[src/rtl/yaml_cls_pkg.sv]
`timescale 1ns / 1ps
// ----------------------------------------------------------------------------
// yaml_cls_pkg
// Shared constants and types for the YAML line classifier.
// ----------------------------------------------------------------------------
package yaml_cls_pkg;

    localparam int COUNT_BITS      = 16;
    localparam int MAX_KEY_LEN     = 32;
    localparam int MAX_VALUE_LEN   = 80;
    localparam int MAX_VALUE_WORDS = 12;
    localparam int MAX_ITEM_WORDS  = 4;
    localparam int WORD_CAP        = 15;
    localparam int RUN_CAP         = 255;
    localparam int LINE_CAP        = 7;
    localparam int KEY_W           = $clog2(MAX_KEY_LEN + 2);
    localparam int VAL_W           = $clog2(MAX_VALUE_LEN + 2);

    localparam logic [6:0] PCT_BASE = 7'd58;
    localparam logic [6:0] PCT_STEP = 7'd8;
    localparam logic [6:0] PCT_CAP  = 7'd92;

    typedef enum logic [1:0] {
        PH_KEY   = 2'd0,
        PH_VLEAD = 2'd1,
        PH_VALUE = 2'd2
    } t_phase;

    // Per-line events handed from the line parser to the counters
    typedef struct packed {
        logic nonempty;
        logic doc;
        logic kv;
        logic block;
        logic list;
    } t_line_ev;

    function automatic logic f_space(input logic [7:0] c);
        return c == 8'd32 || (c >= 8'd9 && c <= 8'd13);
    endfunction
    function automatic logic f_digit(input logic [7:0] c);
        return c >= 8'h30 && c <= 8'h39;
    endfunction
    function automatic logic f_lower(input logic [7:0] c);
        return c >= 8'h61 && c <= 8'h7a;
    endfunction
    function automatic logic f_alpha(input logic [7:0] c);
        return f_lower(c) || (c >= 8'h41 && c <= 8'h5a);
    endfunction
    function automatic logic f_key_char(input logic [7:0] c);
        return f_alpha(c) || f_digit(c) || c == 8'h5f || c == 8'h2d || c == 8'h2e;
    endfunction
    function automatic logic f_val_word(input logic [7:0] c);
        return f_key_char(c) || c == 8'h2f || c == 8'h22 || c == 8'h27 || c == 8'h40;
    endfunction
    function automatic logic f_punct(input logic [7:0] c);
        return c == 8'h2e || c == 8'h3f || c == 8'h21;
    endfunction

endpackage

[src/rtl/yaml_cls_line.sv]
`timescale 1ns / 1ps
// ----------------------------------------------------------------------------
// yaml_cls_line
// Per-byte line parser: tracks one line and reports its class at newline or at the last byte.
// ----------------------------------------------------------------------------
module yaml_cls_line (
    input  logic                   i_clk,
    input  logic                   i_rst_n,
    input  logic                   i_en,
    input  logic [7:0]             i_char,
    input  logic                   i_last,
    output yaml_cls_pkg::t_line_ev o_ev
);

    localparam int KW = yaml_cls_pkg::KEY_W;
    localparam int VW = yaml_cls_pkg::VAL_W;

    // line state
    yaml_cls_pkg::t_phase r_phase, n_phase;
    logic [KW-1:0] r_klen, n_klen;
    logic [VW-1:0] r_vlen, n_vlen;
    logic [3:0]    r_words, n_words, r_vwords, n_vwords;
    logic [2:0]    r_llen, n_llen;
    logic [7:0]    r_run, n_run;
    logic r_dash_first, n_dash_first, r_list, n_list, r_dm_dash, n_dm_dash;
    logic r_dm_dot, n_dm_dot, r_colon0, n_colon0, r_s_tab, n_s_tab;
    logic r_s_inword, n_s_inword, r_s_sent, n_s_sent, r_prev_p, n_prev_p;
    logic r_key_bad, n_key_bad, r_key_alpha, n_key_alpha, r_key_lower, n_key_lower;
    logic r_key_d0, n_key_d0, r_val_bad, n_val_bad, r_val_inw, n_val_inw;
    logic r_val_sent, n_val_sent, r_run_tab, n_run_tab, r_run_sp0, n_run_sp0;

    // working copies after the whitespace / flush stage
    yaml_cls_pkg::t_phase w_phase;
    logic [KW-1:0] w_klen;
    logic [VW-1:0] w_vlen;
    logic [3:0]    w_words, w_vwords;
    logic w_s_inword, w_s_tab, w_s_sent, w_key_bad, w_val_bad, w_val_inw, w_val_sent;
    logic w_colon0, w_key_alpha, w_key_lower, w_key_d0;
    logic       do_subj, sent, is_nl, line_end, key_ok, val_ok, ok;
    logic [8:0] rsum;
    logic [KW+8:0] ksum;
    logic [VW+8:0] vsum;
    logic [9:0] llsum2;
    yaml_cls_pkg::t_line_ev ev;

    always_comb begin
        n_phase = r_phase; n_klen = r_klen; n_vlen = r_vlen; n_words = r_words;
        n_vwords = r_vwords; n_llen = r_llen; n_run = r_run;
        n_dash_first = r_dash_first; n_list = r_list; n_dm_dash = r_dm_dash;
        n_dm_dot = r_dm_dot; n_colon0 = r_colon0; n_s_tab = r_s_tab;
        n_s_inword = r_s_inword; n_s_sent = r_s_sent; n_prev_p = r_prev_p;
        n_key_bad = r_key_bad; n_key_alpha = r_key_alpha; n_key_lower = r_key_lower;
        n_key_d0 = r_key_d0; n_val_bad = r_val_bad; n_val_inw = r_val_inw;
        n_val_sent = r_val_sent; n_run_tab = r_run_tab; n_run_sp0 = r_run_sp0;
        do_subj = 1'b0;
        sent = r_prev_p && r_run_sp0;
        rsum = {1'b0, r_run} + 9'd1;
        ksum = '0; vsum = '0; llsum2 = '0;
        is_nl = i_char == 8'd10;

        w_phase = r_phase; w_klen = r_klen; w_vlen = r_vlen; w_words = r_words;
        w_vwords = r_vwords; w_s_inword = r_s_inword; w_s_tab = r_s_tab;
        w_s_sent = r_s_sent; w_key_bad = r_key_bad; w_val_bad = r_val_bad;
        w_val_inw = r_val_inw; w_val_sent = r_val_sent; w_colon0 = r_colon0;
        w_key_alpha = r_key_alpha; w_key_lower = r_key_lower; w_key_d0 = r_key_d0;

        if (!is_nl) begin
            if (yaml_cls_pkg::f_space(i_char)) begin
                if (r_llen != 3'd0) begin
                    if (r_run == 8'd0) begin
                        n_run_sp0 = i_char == 8'd32;
                        n_run_tab = i_char == 8'd9;
                    end else if (i_char == 8'd9) begin
                        n_run_tab = 1'b1;
                    end
                    n_run = (r_run == 8'(yaml_cls_pkg::RUN_CAP)) ? r_run : rsum[7:0];
                end
            end else if (r_llen == 3'd0) begin
                n_dash_first = i_char == 8'h2d;
                n_dm_dash = i_char == 8'h2d;
                n_dm_dot = i_char == 8'h2e;
                n_llen = 3'd1;
                do_subj = 1'b1;
            end else begin
                do_subj = 1'b1;
                n_dm_dash = r_dm_dash && r_run == 8'd0 && i_char == 8'h2d;
                n_dm_dot = r_dm_dot && r_run == 8'd0 && i_char == 8'h2e;
                if (r_run != 8'd0 && r_llen == 3'd1 && r_dash_first && r_run_sp0) begin
                    // list marker: restart subject on the item text
                    n_llen = 3'(yaml_cls_pkg::LINE_CAP);
                    n_list = 1'b1;
                    w_phase = yaml_cls_pkg::PH_KEY; w_klen = '0; w_vlen = '0;
                    w_words = '0; w_vwords = '0; w_s_inword = 1'b0; w_s_tab = 1'b0;
                    w_s_sent = 1'b0; w_key_bad = 1'b0; w_val_bad = 1'b0;
                    w_val_inw = 1'b0; w_val_sent = 1'b0; w_colon0 = 1'b0;
                    w_key_alpha = 1'b0; w_key_lower = 1'b0; w_key_d0 = 1'b0;
                end else begin
                    llsum2 = {7'd0, r_llen} + {2'b0, r_run} + 10'd1;
                    n_llen = (llsum2 > 10'(yaml_cls_pkg::LINE_CAP))
                           ? 3'(yaml_cls_pkg::LINE_CAP) : llsum2[2:0];
                    if (r_run != 8'd0) begin
                        // fold the pending run in as interior text
                        w_s_tab = r_s_tab || r_run_tab;
                        w_s_sent = r_s_sent || sent;
                        w_s_inword = 1'b0;
                        if (r_phase == yaml_cls_pkg::PH_KEY) begin
                            if (i_char != 8'h3a) begin
                                w_key_bad = 1'b1;
                                ksum = (KW+9)'(r_klen) + (KW+9)'(r_run);
                                w_klen = (ksum > (KW+9)'(yaml_cls_pkg::MAX_KEY_LEN + 1))
                                       ? KW'(yaml_cls_pkg::MAX_KEY_LEN + 1) : ksum[KW-1:0];
                            end
                        end else if (r_phase == yaml_cls_pkg::PH_VALUE) begin
                            w_val_bad = r_val_bad || r_run_tab;
                            w_val_sent = r_val_sent || sent;
                            vsum = (VW+9)'(r_vlen) + (VW+9)'(r_run);
                            w_vlen = (vsum > (VW+9)'(yaml_cls_pkg::MAX_VALUE_LEN + 1))
                                   ? VW'(yaml_cls_pkg::MAX_VALUE_LEN + 1) : vsum[VW-1:0];
                            w_val_inw = 1'b0;
                        end
                    end
                end
                n_run = 8'd0;
            end
        end

        if (do_subj) begin
            n_run = 8'd0;
            n_words = w_words;
            if (yaml_cls_pkg::f_key_char(i_char) && !w_s_inword
                && w_words != 4'(yaml_cls_pkg::WORD_CAP))
                n_words = w_words + 4'd1;
            n_s_inword = yaml_cls_pkg::f_key_char(i_char);
            n_s_tab = w_s_tab; n_s_sent = w_s_sent;
            n_phase = w_phase; n_klen = w_klen; n_vlen = w_vlen; n_vwords = w_vwords;
            n_key_bad = w_key_bad; n_val_bad = w_val_bad; n_val_inw = w_val_inw;
            n_val_sent = w_val_sent; n_colon0 = w_colon0; n_key_alpha = w_key_alpha;
            n_key_lower = w_key_lower; n_key_d0 = w_key_d0;
            if (w_phase == yaml_cls_pkg::PH_KEY) begin
                if (i_char == 8'h3a) begin
                    if (w_klen == '0) n_colon0 = 1'b1;
                    n_phase = yaml_cls_pkg::PH_VLEAD;
                end else begin
                    if (w_klen == '0 && yaml_cls_pkg::f_digit(i_char)) n_key_d0 = 1'b1;
                    if (!yaml_cls_pkg::f_key_char(i_char)) n_key_bad = 1'b1;
                    if (yaml_cls_pkg::f_alpha(i_char)) n_key_alpha = 1'b1;
                    if (yaml_cls_pkg::f_lower(i_char)) n_key_lower = 1'b1;
                    if (w_klen != KW'(yaml_cls_pkg::MAX_KEY_LEN + 1))
                        n_klen = w_klen + KW'(1);
                end
            end else begin
                n_phase = yaml_cls_pkg::PH_VALUE;
                if (i_char == 8'h7b || i_char == 8'h7d || i_char == 8'h3b)
                    n_val_bad = 1'b1;
                if (yaml_cls_pkg::f_val_word(i_char) && !w_val_inw
                    && w_vwords != 4'(yaml_cls_pkg::WORD_CAP))
                    n_vwords = w_vwords + 4'd1;
                n_val_inw = yaml_cls_pkg::f_val_word(i_char);
                if (w_vlen != VW'(yaml_cls_pkg::MAX_VALUE_LEN + 1))
                    n_vlen = w_vlen + VW'(1);
            end
            n_prev_p = yaml_cls_pkg::f_punct(i_char);
        end

        // line evaluation on the state after this byte
        line_end = is_nl || i_last;
        key_ok = n_klen >= KW'(1) && n_klen <= KW'(yaml_cls_pkg::MAX_KEY_LEN)
              && !n_key_bad && n_key_alpha && !n_key_d0
              && (n_key_lower || n_klen > KW'(4));
        val_ok = n_vlen >= VW'(1) && n_vlen <= VW'(yaml_cls_pkg::MAX_VALUE_LEN)
              && !n_val_bad && n_vwords <= 4'(yaml_cls_pkg::MAX_VALUE_WORDS) && !n_val_sent;
        ev = '0;
        ok = 1'b0;
        if (n_llen != 3'd0) begin
            ev.nonempty = 1'b1;
            if (n_llen == 3'd3 && (n_dm_dash || n_dm_dot)) begin
                ev.doc = 1'b1;
            end else if (n_list) begin
                if (n_s_tab)
                    ok = 1'b0;
                else if (n_phase == yaml_cls_pkg::PH_VALUE && !n_colon0)
                    ok = key_ok && val_ok;
                else
                    ok = n_words >= 4'd1 && n_words <= 4'(yaml_cls_pkg::MAX_ITEM_WORDS)
                      && !n_s_sent;
                ev.list = ok;
            end else if (!n_s_tab && n_phase != yaml_cls_pkg::PH_KEY && !n_colon0 && key_ok) begin
                if (n_phase == yaml_cls_pkg::PH_VLEAD) ev.block = 1'b1;
                else ev.kv = val_ok;
            end
        end
        if (!line_end) ev = '0;
    end

    assign o_ev = ev;

    always_ff @(posedge i_clk) begin
        if (!i_rst_n || (i_en && (is_nl || i_last))) begin
            r_phase <= yaml_cls_pkg::PH_KEY; r_klen <= '0; r_vlen <= '0; r_words <= '0;
            r_vwords <= '0; r_llen <= '0; r_run <= '0; r_dash_first <= 1'b0;
            r_list <= 1'b0; r_dm_dash <= 1'b0; r_dm_dot <= 1'b0; r_colon0 <= 1'b0;
            r_s_tab <= 1'b0; r_s_inword <= 1'b0; r_s_sent <= 1'b0; r_prev_p <= 1'b0;
            r_key_bad <= 1'b0; r_key_alpha <= 1'b0; r_key_lower <= 1'b0;
            r_key_d0 <= 1'b0; r_val_bad <= 1'b0; r_val_inw <= 1'b0;
            r_val_sent <= 1'b0; r_run_tab <= 1'b0; r_run_sp0 <= 1'b0;
        end else if (i_en) begin
            r_phase <= n_phase; r_klen <= n_klen; r_vlen <= n_vlen; r_words <= n_words;
            r_vwords <= n_vwords; r_llen <= n_llen; r_run <= n_run;
            r_dash_first <= n_dash_first; r_list <= n_list; r_dm_dash <= n_dm_dash;
            r_dm_dot <= n_dm_dot; r_colon0 <= n_colon0; r_s_tab <= n_s_tab;
            r_s_inword <= n_s_inword; r_s_sent <= n_s_sent; r_prev_p <= n_prev_p;
            r_key_bad <= n_key_bad; r_key_alpha <= n_key_alpha;
            r_key_lower <= n_key_lower; r_key_d0 <= n_key_d0; r_val_bad <= n_val_bad;
            r_val_inw <= n_val_inw; r_val_sent <= n_val_sent; r_run_tab <= n_run_tab;
            r_run_sp0 <= n_run_sp0;
        end
    end

endmodule

[src/rtl/yaml_cls_count.sv]
`timescale 1ns / 1ps
// ----------------------------------------------------------------------------
// yaml_cls_count
// Registered line events, saturating class counters and the final verdict.
// ----------------------------------------------------------------------------
module yaml_cls_count (
    input  logic                   i_clk,
    input  logic                   i_rst_n,
    input  logic                   i_en,
    input  yaml_cls_pkg::t_line_ev i_ev,
    input  logic                   i_last,
    input  logic                   i_out_ready,
    output logic                   o_out_valid,
    output logic                   o_busy,
    output logic [87:0]            o_data
);

    localparam int CB = yaml_cls_pkg::COUNT_BITS;

    // stage 1: registered event
    yaml_cls_pkg::t_line_ev r_ev;
    logic r_ev_v, r_ev_last;
    // counters (live across the lines of one text)
    logic [CB-1:0] r_ne, r_doc, r_kv, r_blk, r_lst;
    logic [CB-1:0] n_ne, n_doc, n_kv, n_blk, n_lst;
    // result register
    logic        r_out_v;
    logic [87:0] r_out;
    logic        yes, big;
    logic [CB+2:0] sig;
    logic [6:0]  pct;
    logic        stall;

    function automatic logic [CB-1:0] f_inc(input logic [CB-1:0] v, input logic e);
        return (e && v != {CB{1'b1}}) ? v + CB'(1) : v;
    endfunction

    assign stall = r_out_v && !i_out_ready;
    // one final beat may sit in stage 1 while another waits at the output
    assign o_busy = stall && r_ev_v && r_ev_last;

    always_comb begin
        n_ne  = f_inc(r_ne,  r_ev.nonempty);
        n_doc = f_inc(r_doc, r_ev.doc);
        n_kv  = f_inc(r_kv,  r_ev.kv);
        n_blk = f_inc(r_blk, r_ev.block);
        n_lst = f_inc(r_lst, r_ev.list);
        yes = n_ne != '0 && ((n_doc != '0 &&
              ((CB+2)'(n_kv) + (CB+2)'(n_blk) + (CB+2)'(n_lst)) >= (CB+2)'(2))
              || (n_blk != '0 && (n_lst != '0 || n_kv != '0)));
        sig = (CB+3)'(n_doc) + (CB+3)'(n_kv) + (CB+3)'(n_blk) + (CB+3)'(n_lst);
        big = sig >= (CB+3)'(5);
        pct = !yes ? 7'd0 : big ? yaml_cls_pkg::PCT_CAP
            : yaml_cls_pkg::PCT_BASE + yaml_cls_pkg::PCT_STEP * 7'(sig[2:0]);
    end

    always_ff @(posedge i_clk) begin
        if (!i_rst_n) begin
            r_ev_v <= 1'b0; r_ev_last <= 1'b0; r_ev <= '0;
            r_ne <= '0; r_doc <= '0; r_kv <= '0; r_blk <= '0; r_lst <= '0;
            r_out_v <= 1'b0;
        end else begin
            if (r_ev_v && r_ev_last && !stall) begin
                r_out_v <= 1'b1;
                r_out <= {n_lst[15:0], n_blk[15:0], n_kv[15:0],
                          n_doc[15:0], n_ne[15:0], pct, yes};
                r_ne <= '0; r_doc <= '0; r_kv <= '0; r_blk <= '0; r_lst <= '0;
            end else begin
                if (r_out_v && i_out_ready) r_out_v <= 1'b0;
                if (r_ev_v && !r_ev_last) begin
                    r_ne <= n_ne; r_doc <= n_doc; r_kv <= n_kv;
                    r_blk <= n_blk; r_lst <= n_lst;
                end
            end
            // stage 1 advances unless a final beat is blocked by the output
            if (!(r_ev_v && r_ev_last && stall)) begin
                r_ev_v <= i_en;
                r_ev_last <= i_last;
                r_ev <= i_ev;
            end
        end
    end

    assign o_out_valid = r_out_v;
    assign o_data = r_out;

endmodule

[src/rtl/yaml_text_line_classifier.sv]
`timescale 1ns / 1ps
// ----------------------------------------------------------------------------
// yaml_text_line_classifier
// Byte-stream YAML detector: classifies text lines and reports a verdict.
// ----------------------------------------------------------------------------
// Input channel s_axis: one text byte per beat in tdata, tlast on the final
// byte of a text. Output channel m_axis: one beat per text, sent after the
// tlast byte, carrying the verdict, a confidence percent and five counts.
// Each byte updates the line state; a line's class goes into the stage-1
// register, the counters fold it in, and the result register holds the beat.
// Throughput is one byte per cycle while s_axis_tready is high.
// Reset clears all line state and counters; no result is pending after it.
// When the receiver stalls the result stays in the output register and the
// next text keeps streaming in; s_axis_tready drops only when a second
// finished text would have nowhere to go.
// ----------------------------------------------------------------------------
module yaml_text_line_classifier (
    input  logic        i_clk,
    input  logic        i_rst_n,
    input  logic        s_axis_tvalid,
    output logic        s_axis_tready,
    input  logic [7:0]  s_axis_tdata,   // [7:0] char_byte
    input  logic        s_axis_tlast,
    output logic        m_axis_tvalid,
    input  logic        m_axis_tready,
    output logic [79:0] m_axis_tdata,   // [0] is_yaml, [7:1] confidence_pct,
                                        // [23:8] nonempty_lines, [39:24] doc_markers,
                                        // [55:40] key_value_lines,
                                        // [71:56] block_key_lines, [79:72] zero
    output logic [15:0] m_axis_tuser    // [15:0] list_lines
);

    logic                   acc, busy;
    yaml_cls_pkg::t_line_ev ev;
    logic [87:0]            res;

    assign s_axis_tready = !busy;
    assign acc = s_axis_tvalid && !busy;

    yaml_cls_line u_line (
        .i_clk   (i_clk),
        .i_rst_n (i_rst_n),
        .i_en    (acc),
        .i_char  (s_axis_tdata),
        .i_last  (s_axis_tlast),
        .o_ev    (ev)
    );

    yaml_cls_count u_count (
        .i_clk       (i_clk),
        .i_rst_n     (i_rst_n),
        .i_en        (acc),
        .i_ev        (ev),
        .i_last      (s_axis_tlast),
        .i_out_ready (m_axis_tready),
        .o_out_valid (m_axis_tvalid),
        .o_busy      (busy),
        .o_data      (res)
    );

    assign m_axis_tdata = {8'd0, res[71:0]};
    assign m_axis_tuser = res[87:72];

endmodule

[config.mk]
export PLATFORM = sky130hd
export DESIGN_NAME = yaml_text_line_classifier
export DESIGN_NICKNAME = d
export VERILOG_FILES = /design/src/rtl/yaml_cls_pkg.sv /design/src/rtl/yaml_cls_line.sv /design/src/rtl/yaml_cls_count.sv /design/src/rtl/yaml_text_line_classifier.sv
export SDC_FILE = /design/constraint.sdc
export NUM_CORES = 1
export LEC_CHECK = 0
export BUFFER_PORTS_ARGS = -buffer_cell sky130_fd_sc_hd__buf_2
export CORE_MARGIN = 4
export CORE_UTILIZATION = 45
export CTS_CLUSTER_DIAMETER = 150
export DETAILED_ROUTE_END_ITERATION = 12
export GPL_ROUTABILITY_DRIVEN = 0
export PLACE_DENSITY_LB_ADDON = 0.2
export SLEW_MARGIN = 20
export SYNTH_ARGS = -nofsm -noshare
export SYNTH_HDL_FRONTEND = slang
export SYNTH_SLANG_ARGS = --single-unit
[constraint.sdc]
create_clock -name i_clk -period 8.35 [get_ports i_clk]
set_clock_uncertainty 0.05 [all_clocks]
set_input_delay 0.835 -clock i_clk [delete_from_list [all_inputs] [get_ports i_clk]]
set_output_delay 0.835 -clock i_clk [all_outputs]
set_load 0.01 [all_outputs]
==> results by group, run 1 <==
Setup path
  • Worst Path Class, Setup: reg -> reg
  • RR Startpoint: u_count.r_doc[4]$_SDFFE_PP0P_
  • Worst reg2reg path depth: 26
  • Reg-to-reg endpoint: u_count.o_data[7]$_SDFFCE_PN0P_
  • Worst Path Arrival: 7.83 ns
  • Critical path endpoint category: flop
  • CP Launch Type: flop
  • R2R Setup Slk: 0.75 ns
  • CP Max Fanout: 11
  • Worst Path Required: 8.57 ns

Synth
  • Main synth FF type: dfxtp_1
  • Async SR Flop Fraction: 0%
  • Yosys cell types: 93
  • Syn Area/Cell: 8.59 um^2
  • Seq/Total Area, Yosys: 33.7%
  • Yosys reg bits: 227
  • Share of the synthesized area in the top cell type: 17.4%
  • Post-Syn Area: 16,100 um^2
  • Ys Warns: 0
  • Post-synth EDFFs: 87
  • Mapped Cells: 1,871
  • Synth area leader: dfxtp_1
  • Synth top area cells: dfxtp_1 17%, edfxtp_1 16%, ha_1 7.6%, xnor2_1 6.5%, nor2_1 5.7%

Floorplan
  • Starting density of the core: 46.1%
  • Num rows: 68
  • Placeable Area: 34,900 um^2
  • Chip Height: 197 um
  • Die width: 197 um
  • Die area: 38,800 um^2
  • I/O pin count: 111

STA
  • Period utilization: 91.1%
  • Setup violators final: 0
  • Fmax: 132 MHz
  • Final Hold Vio Count: 0
  • Setup ws final: 0.746 ns
  • Measured slew at the worst slew-check pin: 0.926 ns
  • RSZ-0062 raised after global routing: false
  • Fin. max-slew vios: 0
  • Max_slew headroom: 38.3%
  • TNS Setup: 0 ns
  • Fin crit period: 7.60 ns

Clock tree
  • H-Tree Depth: 1
  • CTS max path bufs: 3
  • Post-CTS Setup Bufs: 0
  • Clk_lat worst skew: 0.57 ns
  • Hold-fix buffers, CTS: 0
  • CTS Sinks: 227
  • TritonCTS clock tree: built
  • Post-cts sizing count: 0
  • Total CTS buffers: 27
  • Root buf cell: clkbuf_16
  • Clk pin slew, worst setup/hold paths: 0.07 ns

Detailed routing
  • Routed wire per std cell: 17.7 um
  • Via count: 13,803
  • Final ANT Viol Nets: 0
  • Drt pass-1 iters: 5
  • DRC Markers: 0
  • Number of vias per cell: 5.76
  • Post-Route WL: 42.5 mm
  • DRT iter0 DRCs: 943

Layout
  • Share of cells above drive strength 1: 9.88%
  • Ant. Diodes: 0
  • Final net count: 2,057
  • Non-Filler Instances: 2,398
  • Area Overhead vs Synth: 10.1%

Place
  • DP HPWL: 31.7 mm
  • Placed instance count: 2,350
  • IO buf count: 101
  • Pre-CTS setup slack: 0.908 ns

GRT
  • Vias in the first global route: 12,876
  • Largest net degree at the start of global routing: 81
  • First-pass GRT wire length: 68.2 mm
  • Initial antenna violation count: 0
  • GRT Util Overall: 21.2%
  • Overflow after GRT: 0

Pwr
  • Pwr/cell area: 139 nW/um^2
  • Worst VDD drop: 0.148 mV
  • P_leak: 6.98 nW

Hold path
  • Hold Startpoint: u_line.r_run_tab$_SDFFE_PP0P_
  • Hold EP: u_line.r_run_tab$_SDFFE_PP0P_
  • Type of the worst min-delay path: reg -> reg
  • Depth of the worst hold-timing path: 2

Status
  • Run status: finished, final reports clean

Job
  • Max cap viols: 0
==> placed cells by master (no fill, tap or decap), drive strengths merged, types with 21 or more instances in the layout <==
cell type,synthesis,routed
a211oi,31,31
a21oi,105,105
a31oi,24,24
and2,21,21
and3,28,28
buf,24,114
clkbuf,74,34
dfxtp,140,140
edfxtp,87,87
fa,23,23
ha,97,97
inv,56,58
nand2,154,154
nand3,72,72
nand4,37,37
nor2,245,245
nor3,74,74
nor4,24,24
o21ai,73,73
or3,29,29
xnor2,119,119
xor2,89,89
==> layer usage <==
metal | global-route usage (%) | up-vias | wire (um)
met4 | 6.16 | 0 | 1220
li1 | - | 6847 | -
met5 | 0 | - | 0
met3 | 3.54 | 81 | 2590
met2 | 34.0 | 374 | 19400
met1 | 29.8 | 6501 | 19400
==> stage by stage <==
| step | area [um^2] | util, % | hold slack (ns) | power [mW] |
|---|---|---|---|---|
| floorplan | 16100 | - | 0.377 | 1.29 |
| global placement | 16900 | 48.3 | 0.389 | 1.33 |
| detailed placement | 16900 | 48.3 | 0.394 | 1.33 |
| CTS | 17700 | 50.7 | 0.403 | 2.49 |
| global route | 17700 | 50.7 | 0.426 | 2.55 |
| finish | 17700 | 50.7 | 0.404 | 2.46 |
==> cells in the mapped netlist (11+ instances only) <==
cell	number
nor3_1	73
nor2_1	245
mux2i_1	12
nand2b_1	14
a21oi_1	104
or3_1	28
o21ai_0	61
o21bai_1	17
xor2_1	89
nand2_1	154
a31oi_1	24
nor4_1	22
ha_1	97
inv_1	52
nand3_1	71
clkbuf_1	74
dfxtp_1	140
and3_1	28
nand4_1	37
a211oi_1	30
fa_1	23
xnor2_1	119
edfxtp_1	87
and2_1	20
o21a_1	14
nor2b_1	13
a21o_1	13
o21ai_1	11
==> worst max-delay path, stage by stage, from the launching register on <==
cell and delay [ns]:
dfxtp_1 0.53, and3_1 0.27, and3_1 0.25, nand2_1 0.09, nor3_1 0.40, a41oi_1 0.37, mux2_2 0.42, ha_1 0.29
a21o_1 0.18, a21oi_1 0.27, o21bai_1 0.11, a21oi_1 0.23, o21bai_1 0.09, a21oi_1 0.23, nor2b_1 0.09, o21a_1 0.19
o41ai_1 0.65, o211ai_1 0.19, a21oi_1 0.21, xnor2_1 0.10, fa_1 0.36, ha_1 0.27, or4_1 0.52, nor3_1 0.16
nand4_1 0.11, nor3_1 0.55, a21boi_1 0.14
==> registers in the layout, indices dropped and copies added (netlist names), 5 cells and up <==
| signal | cells |
|---|---|
| u_count.r_lst | 16 |
| u_line.r_vlen | 7 |
| u_count.r_blk | 16 |
| u_count.r_ne | 16 |
| u_count.r_ev | 5 |
| u_count.o_data | 87 |
| u_line.r_run | 8 |
| u_count.r_kv | 16 |
| u_line.r_klen | 6 |
| u_count.r_doc | 16 |
==> worst max path at each step <==
| stage | start | to | slack (ns) | cells after the start |
|---|---|---|---|---|
| floorplan | u_count.r_doc[5]$_SDFFE_PP0P_ | u_count.o_data[4]$_SDFFCE_PN0P_ | 1.83 | 27 |
| global placement | u_count.r_doc[4]$_SDFFE_PP0P_ | u_count.o_data[5]$_SDFFCE_PN0P_ | 1.14 | 26 |
| detailed placement | u_count.r_doc[4]$_SDFFE_PP0P_ | u_count.o_data[7]$_SDFFCE_PN0P_ | 0.91 | 26 |
| CTS | u_count.r_doc[4]$_SDFFE_PP0P_ | u_count.o_data[7]$_SDFFCE_PN0P_ | 0.87 | 26 |
| global route | u_count.r_doc[4]$_SDFFE_PP0P_ | u_count.o_data[7]$_SDFFCE_PN0P_ | 0.16 | 26 |
| finish | u_count.r_doc[4]$_SDFFE_PP0P_ | u_count.o_data[7]$_SDFFCE_PN0P_ | 0.75 | 26 |
==> report_power, final <==
group | internal, mW | switching [mW]
combinational | 0.0484 | 0.0981
clock | 0.661 | 0.493
sequential | 1.15 | 0.00920
==> logic make-up (layout without fill, tap and decap cells) <==
family / after synthesis / in the layout / synth area share, %
compound gates: 386 / 386 / 16.4
flops: 227 / 227 / 33.7
fa+ha+maj: 120 / 120 / 10.4
other cells: 1 / 9 / 0.0233
simple gates: 757 / 757 / 23.0
mux: 18 / 18 / 1.17
xor+xnor: 208 / 208 / 11.3
buf+inv: 154 / 218 / 4.02
==> layout make-up <==
type	instances	area, um^2
Clock inverter	14	146
Inverter	56	210
Tap cell	455	569
Multi-Input combinational cell	1498	10100
Timing Repair Buffer	114	603
Clock buffer	34	702
Fill cell	3336	17200
Sequential cell	227	5420
(Power assumes the default switching activity.)
==> run 2, diff against run 1 <==
- SYNTH_HIERARCHICAL: not set -> 1
==> results by group, run 2 <==
Synth
  • Mapped Cells: 2,023 (was 1,871)
  • Yosys cell types: 110 (was 93)
  • Yosys reg bits: 227 (unchanged)
  • Synth top area cells: dfxtp_1 16%, edfxtp_1 15%, ha_1 5.8%, nor2_1 5.1%, xnor2_1 4.8% (was dfxtp_1 17%, edfxtp_1 16%, ha_1 7.6%, xnor2_1 6.5%, nor2_1 5.7%)
  • Post-synth EDFFs: 87 (unchanged)
  • Synth cell count leaders: 231 x nor2_1, 160 x nand2_1, 140 x dfxtp_1 (was 245 x nor2_1, 154 x nand2_1, 140 x dfxtp_1)
  • Count leader, synth: nor2_1 (unchanged)
  • Main synth FF type: dfxtp_1 (unchanged)
  • Seq/Total Area, Yosys: 31.6% (was 33.7%)
  • Syn Area/Cell: 8.47 um^2 (was 8.59 um^2)
  • Share of the synthesized area in the top cell type: 16.4% (was 17.4%)
  • Post-Syn Area: 17,100 um^2 (was 16,100 um^2)
  • Async SR Flop Fraction: 0% (unchanged)
  • Ys Warns: 6 (was 0)
  • Synth area leader: dfxtp_1 (unchanged)

Floorplan
  • Die width: 203 um (was 197 um)
  • Placeable Area: 37,600 um^2 (was 34,900 um^2)
  • I/O pin count: 111 (unchanged)
  • Die area: 41,300 um^2 (was 38,800 um^2)
  • Starting density of the core: 45.6% (was 46.1%)
  • Num rows: 71 (was 68)
  • Chip Height: 203 um (was 197 um)

Layout
  • Share of cells above drive strength 1: 10.9% (was 9.88%)
  • Register Area: 5420 um^2 (unchanged)
  • Final Instance Area: 18,800 um^2 (was 17,700 um^2)
  • Fill cells: 3,628 (was 3,336)
  • Area Overhead vs Synth: 9.81% (was 10.1%)
  • Commonest cells after routing, fill and taps aside: 229 x nor2_1, 159 x nand2_1, 140 x dfxtp_1, 120 x inv_1, 104 x a21oi_1 (was 244 x nor2_1, 153 x nand2_1, 140 x dfxtp_1, 119 x xnor2_1, 104 x a21oi_1)
  • Non-Filler Instances: 2,588 (was 2,398)
  • Commonest non-fill, non-tap cell in the layout: nor2_1 (unchanged)
  • Number of flip-flops in the largest register: 87 (unchanged)
  • Ant. Diodes: 0 (unchanged)
  • Fin util: 50.1% (was 50.7%)
  • Final net count: 2,184 (was 2,057)
  • Multi-input gate area: 10,800 um^2 (was 10,100 um^2)

Clock tree
  • H-Tree Depth: 1 (unchanged)
  • Post-CTS Setup Bufs: 0 (unchanged)
  • Post-cts sizing count: 0 (unchanged)
  • TritonCTS clock tree: built (unchanged)
  • Hold-fix buffers, CTS: 0 (unchanged)
  • Clk_lat worst skew: 0.56 ns (was 0.57 ns)
  • CTS Sinks: 227 (unchanged)
  • Root buf cell: clkbuf_16 (unchanged)
  • Total CTS buffers: 27 (unchanged)
  • CTS max path bufs: 3 (unchanged)
  • Clk pin slew, worst setup/hold paths: 0.06 ns (was 0.07 ns)

Hold path
  • Type of the worst min-delay path: reg -> reg (unchanged)

STA
  • Measured slew at the worst slew-check pin: 1.21 ns (was 0.926 ns)
  • Hold_ws: 0.422 ns (was 0.404 ns)
  • Final Hold Vio Count: 0 (unchanged)
  • TNS Setup: 0 ns (unchanged)
  • RSZ-0062 raised after global routing: false (unchanged)
  • Fin crit period: 6.61 ns (was 7.60 ns)
  • Setup violators final: 0 (unchanged)
  • Period utilization: 79.2% (was 91.1%)
  • Fin. max-slew vios: 0 (unchanged)
  • Max_slew headroom: 18.4% (was 38.3%)
  • Fmax: 151 MHz (was 132 MHz)

Setup path
  • CP Launch Type: flop (unchanged)
  • Worst Path Class, Setup: reg -> reg (unchanged)
  • Worst Path Arrival: 6.85 ns (was 7.83 ns)
  • Critical path endpoint category: flop (unchanged)
  • CP Max Fanout: 9 (was 11)
  • Worst Path Required: 8.58 ns (was 8.57 ns)
  • R2R Setup Slk: 1.74 ns (was 0.75 ns)

Detailed routing
  • DRC Markers: 0 (unchanged)
  • Routed wire per std cell: 18.6 um (was 17.7 um)
  • Post-Route WL: 48.0 mm (was 42.5 mm)
  • Via count: 15,346 (was 13,803)
  • Number of vias per cell: 5.93 (was 5.76)
  • Drt pass-1 iters: 5 (unchanged)
  • DRT iter0 DRCs: 1,172 (was 943)
  • Final ANT Viol Nets: 0 (unchanged)

Pwr
  • Pwr/cell area: 137 nW/um^2 (was 139 nW/um^2)
  • Sequential power share: 45.3% (was 47.2%)
  • Switching Fraction: 24.0% (was 24.4%)
  • Worst VDD drop: 0.148 mV (about the same)
  • Clock network power share: 47.8% (was 46.8%)
  • NetSw: 617 uW (was 600 uW)
  • Internal: 1.96 mW (was 1.86 mW)
  • P_leak: 7.54 nW (was 6.98 nW)
  • Combinational power share: 6.9% (was 5.9%)

GRT
  • GRT Util Overall: 22.2% (was 21.2%)
  • Largest net degree at the start of global routing: 81 (unchanged)
  • Initial antenna violation count: 0 (unchanged)
  • First-pass GRT wire length: 75.7 mm (was 68.2 mm)
  • Overflow after GRT: 0 (unchanged)
  • Vias in the first global route: 14,104 (was 12,876)

Place
  • Cell area after placement: 17,900 um^2 (was 16,900 um^2)
  • DP HPWL: 36.4 mm (was 31.7 mm)
  • Placed instance count: 2,540 (was 2,350)
  • IO buf count: 101 (unchanged)

Status
  • Run status: finished, final reports clean (unchanged)

Job
  • Max cap viols: 0 (unchanged)
## run 2: final timing paths
kind,start,end,depth (start not counted)
setup / recovery,u_count/r_kv[0]$_SDFFE_PP0P_,u_count/o_data[7]$_SDFFCE_PN0P_,19
hold reg to reg,u_line/r_key_lower$_SDFFE_PP0P_,u_line/r_key_lower$_SDFFE_PP0P_,2
setup reg to reg,u_count/r_kv[0]$_SDFFE_PP0P_,u_count/o_data[7]$_SDFFCE_PN0P_,19
hold / removal,u_line/r_key_lower$_SDFFE_PP0P_,u_line/r_key_lower$_SDFFE_PP0P_,2
## run 2: worst max-delay path, stage by stage (launching register included)
cell and delay (ns):
dfxtp_1 0.46, ha_1 0.30, nand4_2 0.24, o41ai_4 0.63, nor2_1 0.19, and3_2 0.27, xnor2_1 0.52, xnor2_1 0.16
ha_1 0.20, o21bai_1 0.16, fa_1 0.45, ha_1 0.42, nand3_1 0.13, nand2_1 0.06, a41oi_1 0.36, a21boi_0 0.16
o41ai_1 0.35, mux2_2 0.42, nor4_1 0.60, a41oi_1 0.19
## run 2: through the flow
stage / total power, mW / worst slack, ns
final: 2.57 / 1.74
after global routing: 2.66 / 1.36
after CTS: 2.60 / 1.79
after detailed placement: 1.37 / 1.80
after global placement: 1.36 / 2.09
after floorplan: 1.31 / 2.70
## run 2: layer usage
| metal | GRT usage (%) | share of wire, % | wire (um) |
|---|---|---|---|
| met1 | 30.4 | 44 | 21100 |
| met2 | 36.0 | 45 | 21800 |
| met3 | 3.34 | 7.2 | 3470 |
| met4 | 7.54 | 3.5 | 1670 |
| met5 | 0 | 0 | 0 |
## run 2: final cells by class
| type | instances | area share, % |
|---|---|---|
| multi-input cells | 1568 | 57.4 |
| clock inverters | 19 | 1.23 |
| flip-flops and latches | 227 | 28.8 |
| well taps | 511 | 3.40 |
| clock buffers | 29 | 3.63 |
| repair buffers | 112 | 3.12 |
| inverters | 122 | 2.43 |
## run 2: kinds of logic after synthesis
group	share of synthesized area, %
fa+ha+maj	9.82
other cells	0.0438
xor+xnor	9.08
compound gates	16.9
mux	2.07
flops	31.6
simple gates	24.8
buf+inv	5.66
## run 2: power by group through the flow
stage / registers (mW) / clock network, mW / logic [mW]
floorplan: 1.19 / 0 / 0.125
global placement: 1.19 / 0 / 0.172
detailed placement: 1.19 / 0 / 0.174
CTS: 1.17 / 1.26 / 0.175
global route: 1.17 / 1.30 / 0.193
finish: 1.17 / 1.23 / 0.177
